**config.mk**
```make
export PLATFORM = sky130hd
export DESIGN_NAME = sprite_tile_blitter
export DESIGN_NICKNAME = d
export VERILOG_FILES = /design/src/hw/rtl/stb_pkg.sv /design/src/hw/rtl/stb_clip.sv /design/src/hw/rtl/sprite_tile_blitter.sv
export VERILOG_INCLUDE_DIRS = /design/src /design/src/hw/rtl
export SDC_FILE = /design/constraint.sdc
export NUM_CORES = 2
export LEC_CHECK = 0
export BUFFER_PORTS_ARGS = -buffer_cell sky130_fd_sc_hd__buf_2
export CAP_MARGIN = 30
export CELL_PAD_IN_SITES_DETAIL_PLACEMENT = 1
export CELL_PAD_IN_SITES_GLOBAL_PLACEMENT = 2
export CORE_ASPECT_RATIO = 1.5
export CORE_MARGIN = 5
export CORE_UTILIZATION = 54
export DETAILED_ROUTE_END_ITERATION = 8
export GPL_TIMING_DRIVEN = 0
export HOLD_SLACK_MARGIN = 0.12
export MAX_ROUTING_LAYER = met4
export PLACE_DENSITY = 0.83
export SYNTH_ARGS = -nofsm -noshare
export SYNTH_HDL_FRONTEND = slang
export SYNTH_HIERARCHICAL = 1
export SYNTH_SLANG_ARGS = --single-unit
```
**constraint.sdc**
```tcl
create_clock -name clk -period 12.3 [get_ports clk]
set_input_delay 0.615 -clock clk [delete_from_list [all_inputs] [get_ports clk]]
set_output_delay 0.615 -clock clk [all_outputs]
set_load 0.1 [all_outputs]
```
**src/hw/rtl/sprite_tile_blitter_assert.svh**
```systemverilog
// ---------------------------------------------------------------------------
// sprite tile blitter assertion macros
// shared concurrent assertion forms, clocked on clk and disabled in reset
// ---------------------------------------------------------------------------
`ifndef SPRITE_TILE_BLITTER_ASSERT_SVH
`define SPRITE_TILE_BLITTER_ASSERT_SVH

// same-cycle implication
`define STB_ASSERT_NOW(lbl, ante, cons, msg) \
  lbl: assert property (@(posedge clk) disable iff (rst) (ante) |-> (cons)) \
    else $error(msg);

// next-cycle implication
`define STB_ASSERT_NEXT(lbl, ante, cons, msg) \
  lbl: assert property (@(posedge clk) disable iff (rst) (ante) |=> (cons)) \
    else $error(msg);

// condition that must never hold
`define STB_NEVER(lbl, cond, msg) \
  lbl: assert property (@(posedge clk) disable iff (rst) !(cond)) \
    else $error(msg);

`endif

```
**src/hw/rtl/stb_pkg.sv**
```systemverilog
// ---------------------------------------------------------------------------
// stb_pkg
// types, codes and constants shared by the sprite tile blitter modules
// ---------------------------------------------------------------------------
`default_nettype none

package stb_pkg;

  localparam int COLOR_BITS_DEF = 16;
  localparam int DIM            = 8;
  localparam int POS_BITS       = 3;
  localparam int IDX_BITS       = 6;
  localparam int OUT_COLOR_BITS = 16;
  localparam int IN_DATA_BITS   = 72;
  localparam int OUT_DATA_BITS  = 24;

  localparam logic [1:0] OP_LOAD_TILE   = 2'd0;
  localparam logic [1:0] OP_LOAD_SPRITE = 2'd1;
  localparam logic [1:0] OP_BLIT        = 2'd2;
  localparam logic [1:0] OP_READ        = 2'd3;

  typedef enum logic [1:0] {
    ST_IDLE,
    ST_BLIT,
    ST_DONE,
    ST_READ
  } state_t;

  // clip of one axis: first destination position, first source position, span
  typedef struct packed {
    logic                ok;
    logic [POS_BITS-1:0] dst0;
    logic [POS_BITS-1:0] src0;
    logic [POS_BITS:0]   cnt;
  } clip_t;

endpackage

`default_nettype wire

```
**src/hw/rtl/stb_clip.sv**
```systemverilog
// ---------------------------------------------------------------------------
// stb_clip
// one-axis clip of an 8-wide sprite span against an 8-wide tile span
// ---------------------------------------------------------------------------
`default_nettype none

module stb_clip
  import stb_pkg::*;
#(
  parameter int W = 16
) (
  input  wire logic [W-1:0] a1,
  input  wire logic [W-1:0] t1,
  output clip_t             clip
);

  logic [W-1:0] a2;
  logic [W-1:0] t2;
  logic         lead_in;
  logic         trail_in;

  // both far edges wrap at the axis width
  assign a2 = a1 + W'(7);
  assign t2 = t1 + W'(7);

  assign lead_in  = (a1 >= t1) && (a1 <= t2);
  assign trail_in = (a2 >= t1) && (a2 <= t2);

  always_comb begin
    clip = '0;
    if (lead_in) begin
      clip.ok   = 1'b1;
      clip.dst0 = a1[POS_BITS-1:0];
      clip.src0 = '0;
      clip.cnt  = (POS_BITS+1)'(DIM) - {1'b0, a1[POS_BITS-1:0]};
    end else if (trail_in) begin
      clip.ok   = 1'b1;
      clip.dst0 = '0;
      clip.src0 = POS_BITS'(DIM - 1) - a2[POS_BITS-1:0];
      clip.cnt  = {1'b0, a2[POS_BITS-1:0]} + (POS_BITS+1)'(1);
    end
  end

endmodule

`default_nettype wire

```
**src/hw/rtl/sprite_tile_blitter.sv**
```systemverilog
// ---------------------------------------------------------------------------
// sprite_tile_blitter
// 8x8 sprite blit onto an 8x8 tile with clipping and a transparent key
// ---------------------------------------------------------------------------
// usage:
//   s_* takes one command word per handshake; s_tuser carries the opcode
//   (load tile pixel, load sprite pixel, blit, read tile).
//   m_* returns result words; m_tlast marks the final word of a run.
//   loads give no word.
//   a blit walks n columns, n being the clipped column count (0..8):
//   one sprite column is read per cycle from the sprite memory and the
//   non-transparent rows are written into the tile column the next cycle.
//   it returns one word with the drawn flag.
//   a readout returns 64 words, one per cycle while the receiver takes
//   them, paced by the single tile memory read port.
//   a finished word waits in the output register while the next command
//   is taken; a stalled receiver holds the readout walk and the blit
//   result, never dropping a word.
//   reset clears control state only; store contents are undefined until
//   written, there is no clearing pass.
// ---------------------------------------------------------------------------
`default_nettype none

module sprite_tile_blitter
  import stb_pkg::*;
#(
  parameter int COLOR_BITS = COLOR_BITS_DEF
) (
  input  wire logic                     clk,
  input  wire logic                     rst,
  input  wire logic                     s_tvalid,
  output      logic                     s_tready,
  // pixel_index, pixel_color, tile_x, tile_y, sprite_x, sprite_y, zero pad
  input  wire logic [IN_DATA_BITS-1:0]  s_tdata,
  // opcode
  input  wire logic [1:0]               s_tuser,
  output      logic                     m_tvalid,
  input  wire logic                     m_tready,
  // out_color, out_index, drawn, zero pad
  output      logic [OUT_DATA_BITS-1:0] m_tdata,
  output      logic                     m_tlast
);

  `include "sprite_tile_blitter_assert.svh"

  localparam int WIDE_BITS = (COLOR_BITS > OUT_COLOR_BITS) ? COLOR_BITS : OUT_COLOR_BITS;

  // input fields
  logic [1:0]          opcode;
  logic [IDX_BITS-1:0] pixel_index;
  logic [15:0]         pixel_color;
  logic [15:0]         tile_x;
  logic [7:0]          tile_y;
  logic [15:0]         sprite_x;
  logic [7:0]          sprite_y;

  assign opcode      = s_tuser;
  assign pixel_index = s_tdata[5:0];
  assign pixel_color = s_tdata[21:6];
  assign tile_x      = s_tdata[37:22];
  assign tile_y      = s_tdata[45:38];
  assign sprite_x    = s_tdata[61:46];
  assign sprite_y    = s_tdata[69:62];

  // memories, column-major: [column][row]
  logic [COLOR_BITS-1:0] tile_mem   [DIM][DIM];
  logic [COLOR_BITS-1:0] sprite_mem [DIM][DIM];

  state_t state;
  state_t state_next;

  logic accept;
  logic out_free;
  logic blit_issue;
  logic rd_issue;
  logic rd_load;
  logic res_load;

  clip_t clip_x;
  clip_t clip_y;

  // blit walk
  logic                drawn_res;
  logic [POS_BITS-1:0] dx;
  logic [POS_BITS-1:0] sx;
  logic [POS_BITS:0]   cols_left;
  logic [POS_BITS-1:0] dy0;
  logic [POS_BITS-1:0] sy0;
  logic [POS_BITS:0]   cy;
  logic                wb_valid;
  logic [POS_BITS-1:0] wb_col;
  logic [COLOR_BITS-1:0] sp_col [DIM];

  // readout walk
  logic [IDX_BITS-1:0] rd_cnt;
  logic                rd_valid;
  logic [IDX_BITS-1:0] rd_idx;
  logic [COLOR_BITS-1:0] tl_col [DIM];

  // tile write port
  logic [DIM-1:0]        tile_we;
  logic [POS_BITS-1:0]   tile_waddr;
  logic [COLOR_BITS-1:0] tile_wdata [DIM];

  logic [POS_BITS-1:0]   lane_rel [DIM];
  logic [POS_BITS-1:0]   lane_src [DIM];
  logic [DIM-1:0]        lane_hit;

  logic [WIDE_BITS-1:0]  in_color_wide;
  logic [WIDE_BITS-1:0]  out_color_wide;
  logic [COLOR_BITS-1:0] wr_color;
  logic [OUT_COLOR_BITS-1:0] rd_color;

  // output register
  logic [OUT_COLOR_BITS-1:0] out_color;
  logic [IDX_BITS-1:0]       out_index;
  logic                      drawn;
  logic                      last;

  stb_clip #(.W(16)) u_clip_x (
    .a1   (sprite_x),
    .t1   (tile_x),
    .clip (clip_x)
  );

  // tile top with the low three bits dropped
  stb_clip #(.W(8)) u_clip_y (
    .a1   (sprite_y),
    .t1   ({tile_y[7:POS_BITS], POS_BITS'(0)}),
    .clip (clip_y)
  );

  assign accept   = s_tvalid && s_tready;
  assign out_free = !m_tvalid || m_tready;
  assign rd_load  = rd_valid && out_free;

  assign in_color_wide  = WIDE_BITS'(pixel_color);
  assign wr_color       = in_color_wide[COLOR_BITS-1:0];
  assign out_color_wide = WIDE_BITS'(tl_col[rd_idx[POS_BITS-1:0]]);
  assign rd_color       = out_color_wide[OUT_COLOR_BITS-1:0];

  // next state
  always_comb begin
    state_next = state;
    case (state)
      ST_IDLE: begin
        if (accept) begin
          case (opcode)
            OP_BLIT: state_next = (clip_x.ok && clip_y.ok) ? ST_BLIT : ST_DONE;
            OP_READ: state_next = ST_READ;
            default: state_next = ST_IDLE;
          endcase
        end
      end
      ST_BLIT: begin
        if (cols_left == (POS_BITS+1)'(1)) state_next = ST_DONE;
      end
      ST_DONE: begin
        if (out_free) state_next = ST_IDLE;
      end
      ST_READ: begin
        if (rd_issue && (rd_cnt == IDX_BITS'(DIM*DIM - 1))) state_next = ST_IDLE;
      end
      default: state_next = ST_IDLE;
    endcase
  end

  // control outputs
  always_comb begin
    s_tready   = 1'b0;
    blit_issue = 1'b0;
    rd_issue   = 1'b0;
    res_load   = 1'b0;
    case (state)
      ST_IDLE: s_tready   = !rd_valid;
      ST_BLIT: blit_issue = 1'b1;
      ST_DONE: res_load   = out_free;
      ST_READ: rd_issue   = !rd_valid || rd_load;
      default: s_tready   = 1'b0;
    endcase
  end

  always_ff @(posedge clk) begin
    if (rst) begin
      state <= ST_IDLE;
    end else begin
      state <= state_next;
    end
  end

  // row merge: destination row r takes source row sy0 + (r - dy0)
  always_comb begin
    for (int r = 0; r < DIM; r++) begin
      lane_rel[r] = POS_BITS'(r) - dy0;
      lane_src[r] = sy0 + lane_rel[r];
      lane_hit[r] = ({1'b0, lane_rel[r]} < cy) && (sp_col[lane_src[r]] != '0);
    end
  end

  always_comb begin
    tile_we    = '0;
    tile_waddr = wb_col;
    for (int r = 0; r < DIM; r++) begin
      tile_wdata[r] = sp_col[lane_src[r]];
    end
    if (accept && (opcode == OP_LOAD_TILE)) begin
      tile_waddr = pixel_index[IDX_BITS-1:POS_BITS];
      for (int r = 0; r < DIM; r++) begin
        tile_wdata[r] = wr_color;
      end
      tile_we[pixel_index[POS_BITS-1:0]] = 1'b1;
    end else if (wb_valid) begin
      tile_we = lane_hit;
    end
  end

  always_ff @(posedge clk) begin
    for (int r = 0; r < DIM; r++) begin
      if (tile_we[r]) tile_mem[tile_waddr][r] <= tile_wdata[r];
    end
    if (rd_issue) tl_col <= tile_mem[rd_cnt[IDX_BITS-1:POS_BITS]];
  end

  always_ff @(posedge clk) begin
    if (accept && (opcode == OP_LOAD_SPRITE)) begin
      sprite_mem[pixel_index[IDX_BITS-1:POS_BITS]][pixel_index[POS_BITS-1:0]] <= wr_color;
    end
    if (blit_issue) sp_col <= sprite_mem[sx];
  end

  // blit walk registers
  always_ff @(posedge clk) begin
    if (rst) begin
      wb_valid <= 1'b0;
    end else begin
      wb_valid <= blit_issue;
    end
    if (accept && (opcode == OP_BLIT)) begin
      drawn_res <= clip_x.ok && clip_y.ok;
      dx        <= clip_x.dst0;
      sx        <= clip_x.src0;
      cols_left <= clip_x.cnt;
      dy0       <= clip_y.dst0;
      sy0       <= clip_y.src0;
      cy        <= clip_y.cnt;
    end else if (blit_issue) begin
      dx        <= dx + POS_BITS'(1);
      sx        <= sx + POS_BITS'(1);
      cols_left <= cols_left - (POS_BITS+1)'(1);
    end
    if (blit_issue) wb_col <= dx;
  end

  // readout walk registers
  always_ff @(posedge clk) begin
    if (rst) begin
      rd_valid <= 1'b0;
    end else if (rd_issue) begin
      rd_valid <= 1'b1;
    end else if (rd_load) begin
      rd_valid <= 1'b0;
    end
    if (accept && (opcode == OP_READ)) begin
      rd_cnt <= '0;
    end else if (rd_issue) begin
      rd_cnt <= rd_cnt + IDX_BITS'(1);
    end
    if (rd_issue) rd_idx <= rd_cnt;
  end

  // output register
  always_ff @(posedge clk) begin
    if (rst) begin
      m_tvalid <= 1'b0;
    end else if (rd_load || res_load) begin
      m_tvalid <= 1'b1;
    end else if (m_tready) begin
      m_tvalid <= 1'b0;
    end
    if (rd_load) begin
      out_color <= rd_color;
      out_index <= rd_idx;
      drawn     <= 1'b0;
      last      <= (rd_idx == IDX_BITS'(DIM*DIM - 1));
    end else if (res_load) begin
      out_color <= '0;
      out_index <= '0;
      drawn     <= drawn_res;
      last      <= 1'b1;
    end
  end

  assign m_tdata = {1'b0, drawn, out_index, out_color};
  assign m_tlast = last;

  `STB_NEVER(a_no_tile_write_in_read, (state == ST_READ) && (tile_we != '0), "tile written during readout")
  `STB_NEVER(a_out_collide, rd_load && res_load, "readout word and blit result collide")
  `STB_ASSERT_NOW(a_blit_cols, state == ST_BLIT, cols_left != '0, "blit walk with no columns left")
  `STB_ASSERT_NEXT(a_read_drains, rd_load && (rd_idx == IDX_BITS'(DIM*DIM - 1)), !rd_valid && (state == ST_IDLE), "readout did not end after last word")

endmodule

`default_nettype wire

```
# --- Yosys cells after proc, flatten, opt, wreduce, memory -nomap -nowiden ---
# Memories as Yosys holds them, arrays and structs flattened. A register that Yosys moved wholly into a read port is not among the register bits.
# Index checks and enable logic that the tools add are counted.
totals:
  regBits: 65
  output_inout_bits: 27
  ramBits: 2048
  mem_count: 2
classes:
  n_lt_le_gt_ge: 29
  n_bitwise: 11
  n_eq_ne: 13
  n_mux: 84
  n_addsub: 30
  reduce_logical: 43
memory_table:
  columns: ["name", "words", "word_bits", "rd", "rd_clocked_by_memory_dff", "wr", "line", "text"]
  rows:
  - ["sprite_mem", 8, 128, 1, 1, 1, "sprite_tile_blitter.sv:67", "logic [COLOR_BITS-1:0] sprite_mem [DIM][DIM];"]
  - ["tile_mem", 8, 128, 1, 1, 1, "sprite_tile_blitter.sv:66", "logic [COLOR_BITS-1:0] tile_mem [DIM][DIM];"]
ops:
  columns: ["cell", "count"]
  rows:
  - ["16-bit binary-select mux with 3-bit select", 9]
  - ["16-bit 2-to-1 mux", 21]
  - ["128-bit 2-to-1 mux", 2]
  - ["16-bit nonzero test", 8]
  - ["16-bit demux with 3-bit select", 1]
  - ["11-bit 2-to-1 mux", 4]
  - ["4-bit greater-or-equal comparator (second input constant)", 10]
  - ["3-bit inverter with 4-bit output", 10]
  - ["16-bit by 3-bit adder with 16-bit output (second input constant)", 2]
  - ["16-bit greater-or-equal comparator", 2]
  - ["16-bit <= comparator", 2]
  - ["3-bit by 4-bit less-than comparator with 1-bit output", 8]
  - ["1-bit 2-to-1 mux", 28]
  - ["3-bit adder", 8]
  - ["1-bit logical AND", 22]
  - ["3-bit subtractor (first input constant)", 6]
  - ["8-bit by 3-bit adder with 8-bit output (second input constant)", 2]
  - ["8-bit greater-or-equal comparator", 2]
  - ["8-bit <= comparator", 2]
  - ["8-bit 2-to-1 mux", 2]
  - ["3-bit 2-to-1 mux", 5]
  - ["6-bit equality test (second input constant)", 2]
  - ["6-bit 2-to-1 mux", 2]
  - ["2-bit 2-to-1 mux", 5]
  - ["other kinds (25)", 45]

# --- Logic depth before layout (Yosys ltp) ---
logic_depth:
  word_depth: 12
  ltp_mapped: 19

# --- Modules after synthesis ---
# The synthesis kept the hierarchy.
modules_own_cells:
  columns: ["module", "cells_per_inst", "instances", "area_per_inst_um2", "seq_area_each_um2"]
  rows:
  - ["sprite_tile_blitter", 4394, 1, 94859.7, 71018.1]
  - ["stb_clip (u_clip_x)", 269, 1, 2130.8, 0.0]
  - ["stb_clip (u_clip_y)", 143, 1, 1157.4, 0.0]

# --- Worst setup path after synthesis ---
# Ideal clock, no wire load.
synth_path:
  path_kind: "register to register"
  startpoint: "register m_tvalid"
  endpoint: "register rd_cnt[2]"
  required_ns: 12.179
  setup_ns: 0.121
  slack_ns: 4.692
  arrival_time_ns: 7.487
  path_buffers: 0
  path_stages_with_launch: 6
  cell_sequence: "dfxtp_1 and3b_1 nor2_1 nand2_1 xnor2_1 nor2_1"
synth_via:
  elab_chain_cells: 5
synth_rtl:
  columns: ["element", "line", "text"]
  rows:
  - ["from (decl)", "sprite_tile_blitter.sv:37", "output logic m_tvalid,"]
  - ["from (signal assigned)", "sprite_tile_blitter.sv:274", "m_tvalid <= 1'b0;"]
  - ["from (signal assigned)", "sprite_tile_blitter.sv:276", "m_tvalid <= 1'b1;"]
  - ["from (signal assigned)", "sprite_tile_blitter.sv:278", "m_tvalid <= 1'b0;"]
  - ["1-bit logical NOT", "sprite_tile_blitter.sv:134", "assign out_free = !m_tvalid || m_tready;"]
  - ["1-bit logical OR", "sprite_tile_blitter.sv:134", null]
  - ["1-bit logical AND", "sprite_tile_blitter.sv:135", "assign rd_load = rd_valid && out_free;"]
  - ["1-bit logical OR", "sprite_tile_blitter.sv:178", "ST_READ: rd_issue = !rd_valid || rd_load;"]
  - ["1-bit 2-to-1 mux", "sprite_tile_blitter.sv:174", "case (state)"]
  - ["via rd_issue", "sprite_tile_blitter.sv:75", "logic rd_issue;"]
  - ["to (signal assigned)", "sprite_tile_blitter.sv:266", "rd_cnt <= rd_cnt + IDX_BITS'(1);"]
  - ["to (decl)", "sprite_tile_blitter.sv:95", "logic [IDX_BITS-1:0] rd_cnt;"]
# The timed path passes the listed nets, and every way through them passes these cells.
# A chain may end at the register's enable or synchronous reset.

# --- Worst setup path in the final report ---
layout_path:
  startpoint: "register dy0[1]"
  endpoint: "memory tile_mem[5][29] (netlist name) (enable)"
layout_via:
  elab_chain_cells: 12
  word_cells_on_any_way: 13
layout_rtl:
  columns: ["element", "line", "text"]
  rows:
  - ["from (decl)", "sprite_tile_blitter.sv:87", "logic [POS_BITS-1:0] dy0;"]
  - ["from (signal assigned)", "sprite_tile_blitter.sv:243", "dy0 <= clip_y.dst0;"]
  - ["3-bit subtractor *", "sprite_tile_blitter.sv:194", "lane_rel[r] = POS_BITS'(r) - dy0;"]
  - ["3-bit adder", "sprite_tile_blitter.sv:195", "lane_src[r] = sy0 + lane_rel[r];"]
  - ["3-bit inverter with 4-bit output (implied by the code)", "sprite_tile_blitter.sv:196", "lane_hit[r] = ({1'b0, lane_rel[r]} < cy) && (sp_col[lane_src[r]] != '0);"]
  - ["16-bit binary-select mux with 3-bit select", "sprite_tile_blitter.sv:196", null]
  - ["16-bit 2-to-1 mux (implied by the code) (2 in series)", "sprite_tile_blitter.sv:196", null]
  - ["16-bit nonzero test", "sprite_tile_blitter.sv:196", null]
  - ["1-bit logical AND *", "sprite_tile_blitter.sv:196", null]
  - ["8-bit 2-to-1 mux *", "sprite_tile_blitter.sv:212", "end else if (wb_valid) begin"]
  - ["8-bit 2-to-1 mux *", "sprite_tile_blitter.sv:206", "if (accept && (opcode == OP_LOAD_TILE)) begin"]
  - ["1-bit 2-to-1 mux *", "sprite_tile_blitter.sv:219", "if (tile_we[r]) tile_mem[tile_waddr][r] <= tile_wdata[r];"]
  - ["1-bit 2-to-1 mux (implied by the code) *", "sprite_tile_blitter.sv:219", null]
  - ["to (decl)", "sprite_tile_blitter.sv:66", null]
# Every way passes the cells marked *; elsewhere a longest branch is shown, timed or not. The select of a mux whose other input is x is not followed.

==> results by group <==
Worst hold path
  – Worst Hold End: dy0[1]$_DFFE_PP_
  – HP Start: s_tdata[63]
  – Min-delay worst type: in -> reg
  – Hold path depth: 2

Global route
  – Vias in the first global route: about 55k
  – Initial antenna violation count: 6
  – First-pass GRT wire length: around 430 mm
  – Largest net degree at the start of global routing: 92
  – Final global-route overflow total: 0
  – All-Layer GR Usage: 0.3310

Routing
  – First-pass detailed-route iteration total: 6
  – Total routed wirelength: 304.3 mm
  – DR DRC count: 0
  – Starting DRT DRC Count: approximately 5.7k
  – Total number of vias: 52.31k
  – Post-DR wirelength/cell: 38.21 µm
  – Vias/cell: roughly 6.6
  – Antenna-violating nets left: 0

Place
  – Buffers on Ports: 95
  – Gpl congestion: between 1 and 1.5
  – DP Wirelength: 223.9 mm

Setup path
  – CP Capture Type: flop
  – R2R depth: 12
  – WS Path Type: reg -> reg
  – Critical Path AT: ~6200 ps
  – Critical path data required time: between 10000 and 15000 ps
  – Crit-path max FO: 10
  – R2r endpoint: tile_mem[5][29]$_DFFE_PP_
  – CP Launch Type: flop
  – R2R Setup Slk: 6690 ps
  – R2r startpoint: dy0[1]$_DFFE_PP_

Pwr
  – Power Density: between 150 and 200 nW/µm²
  – Maximum VDD drop: between 0.2 and 0.25 mV
  – Power Total: between 15 and 20 mW
  – Leak Pwr: 35.69 nW

Final layout
  – Most common library cell in the layout ignoring fill and taps: edfxtp_1
  – Area grow syn2layout: 14.76%
  – Layout cells sized above 1: 0.3364
  – Most frequent cells in the layout: edfxtp_1 (2357), mux4_2 (672), nand2_1 (306), mux2_2 (256), clkbuf_16 (218)
  – Fillers: ~15k
  – Nets: 5574

Yosys
  – Top FF cell, synth: edfxtp_1
  – Cell count after synthesis: a little under 5k
  – FFs w/ async S/R, synth: 0
  – Post-synthesis cell type count: 89
  – Syn Area/Cell: between 20 and 25 µm²
  – Sequential area share after synthesis: 0.7236
  – Register bit total from synthesis: 2369
  – Synth warn: 6
  – Synth Cell Area: roughly 98000 µm²
  – EDFF count, synth: 2357

Floorplan
  – Die width: approximately 360 µm
  – Core ar.: approximately 180000 µm²
  – FP Rows: ~190
  – Full die area: 190600 µm²
  – Initial Utilization: 0.5432
  – IO Pins: approximately 110
  – Die outline height: ~530 µm

Run status
  – Outcome: finished clean

STA
  – Final setup TNS: 0 ps
  – Max Slew Vio Count: 0
  – Fin crit period: roughly 5600 ps
  – Highest clock rate: around 180 MHz
  – Tightest Pin Transition: 1135 ps
  – Final Hold Violating Endpoints: 0
  – Clk_skew: about 50 ps
  – RSZ-0062 raised after global routing: false
  – Tcrit/Tclk final: 0.4558
  – Slew headroom: 0.2395
  – # setup viols final: 0

Clock network
  – CTS tree: built
  – Root Buffer: clkbuf_16
  – Clk pin slew, worst setup/hold paths: about 70 ps
  – CTS Sinks: ~2.4k
  – Post-CTS Setup Bufs: 0
  – CTS Buf Count: approximately 220
  – Htree depth: 4
  – Clock buffer depth: 4
  – Clock Latency Late Sink: 880 ps

Run
  – Max-cap check violation count: 0
[synth_stat cells (all sizes together), types with 4 or more instances]
cell	instances	area share
ha	120	0.015
nand4	26	0.0017
buf	122	0.0064
and3	14	0.00089
a2111oi	5	0.00070
nor4	33	0.0024
xnor2	56	0.0051
xor2	11	0.00098
fa	4	0.00082
and2	9	0.00057
mux2i	16	0.0016
a31oi	169	0.011
inv	53	0.0020
nor2	167	0.0072
or3	5	0.00037
nor2b	14	0.00097
a41oi	4	0.00036
o21ai	15	0.00080
clkbuf	120	0.0046
mux4	672	0.15
nand3	30	0.0017
a211oi	5	0.00048
nor3	35	0.0019
o31ai	5	0.00038
mux2	257	0.030
o21a	7	0.00054
dfxtp	12	0.0024
o21bai	6	0.00046
a21oi	59	0.0030
nand2b	10	0.00071
nand3b	5	0.00038
a21o	18	0.0014
o211ai	16	0.0013
edfxtp	2357	0.72
nand2	309	0.012
[how the worst max path moves through the flow]
| stage | start | endpoint | slack, ps | cells past startpoint |
|---|---|---|---|---|
| after global placement | m_tready | rd_cnt[2]$_SDFFE_PP0P_ | 1620 | 6 |
| final | dy0[1]$_DFFE_PP_ | tile_mem[5][29]$_DFFE_PP_ | 6690 | 12 |
| after CTS | dy0[1]$_DFFE_PP_ | tile_mem[5][29]$_DFFE_PP_ | 6740 | 13 |
| after global routing | dy0[1]$_DFFE_PP_ | tile_mem[6][31]$_DFFE_PP_ | 6540 | 13 |
| after detailed placement | dy0[1]$_DFFE_PP_ | tile_mem[4][30]$_DFFE_PP_ | 6760 | 13 |
| after floorplan | m_tvalid$_SDFFE_PP0P_ | rd_cnt[2]$_SDFFE_PP0P_ | 4690 | 5 |
[area by class of cell]
type	instances	area (µm²)	area share
clock buffers	242	5545	0.04923
clock inverters	147	1573	0.01396
flip-flops and latches	2369	71020	0.6305
repair buffers	339	3626	0.03219
inverters	54	207.7	0.001844
diodes	6	15.01	0.0001333
plain buffers	242	1081	0.009598
multi-input cells	2151	26550	0.2357
well taps	2412	3018	0.02679
[logic make-up after synthesis]
group,Yosys count,synth area share
flops,2369,0.7236
mux,945,0.1854
simple gates,675,0.03242
compound gates,327,0.02301
buf+inv,296,0.01308
fa+ha+maj,125,0.01623
xor+xnor,68,0.006285
other cells,1,0.00003821
[stage by stage]
step | utilization | std cells | area [µm²] | hold WS [ps] | worst slack (ps)
2_1_floorplan | - | 4816 | 98190 | 406.4 | 4692
3_3_place_gp | 0.5628 | 7323 | 101700 | 409.9 | 1621
3_5_place_dp | 0.5830 | 7552 | 105300 | 419.4 | 6757
4_1_cts | 0.6225 | 7943 | 112500 | 136.6 | 6743
5_1_grt | 0.6234 | 7958 | 112600 | 155.8 | 6537
6_report | 0.6234 | 7962 | 112600 | 186.8 | 6694
[sequential cells by signal, indices dropped and copies added, names as in the netlist]
register	count
dx	3
cols_left	4
tl_col	128
drawn_res	1
dy0	3
wb_col	3
m_tvalid	1
sx	3
sy0	3
cy	4
out_color	16
state	2
sp_col	128
m_tlast	1
rd_cnt	6
drawn	1
tile_mem	1024
sprite_mem	1024
out_index	6
rd_valid	1
rd_idx	6
wb_valid	1
[report_power, final]
part | internal, mW | switching, mW | total [mW]
combinational | 0.584 | 1.31 | 1.89
sequential | 9.17 | 0.0557 | 9.23
clock | 3.87 | 2.99 | 6.86
total | 13.6 | 4.36 | 18.0
[worst max-delay path: stages (launching register included)]
cell      delay, ps
edfxtp_1        470
inv_1           140
ha_1            320
inv_1            90
fa_1            520
clkbuf_1        400
buf_1           670
mux4_2          490
nor4_1          520
nand4_1         360
o211ai_1        530
a31oi_2         520
buf_8           320
[per-layer routing]
| metal | global-route usage | part of all wire |
|---|---|---|
| met3 | 0.04440 | 0.062 |
| met1 | 0.3835 | 0.34 |
| met2 | 0.5570 | 0.52 |
| met5 | - | 0 |
| met4 | 0.1906 | 0.076 |
[timing repair]
item                                    4_1_cts  5_1_grt
endpoints found under the setup margin        0        0
hold buffers                                  2        0
gates resized for setup                       0        0
hold endpoints to repair                      5        0
No activity file was read; power rests on OpenSTA's default activity.
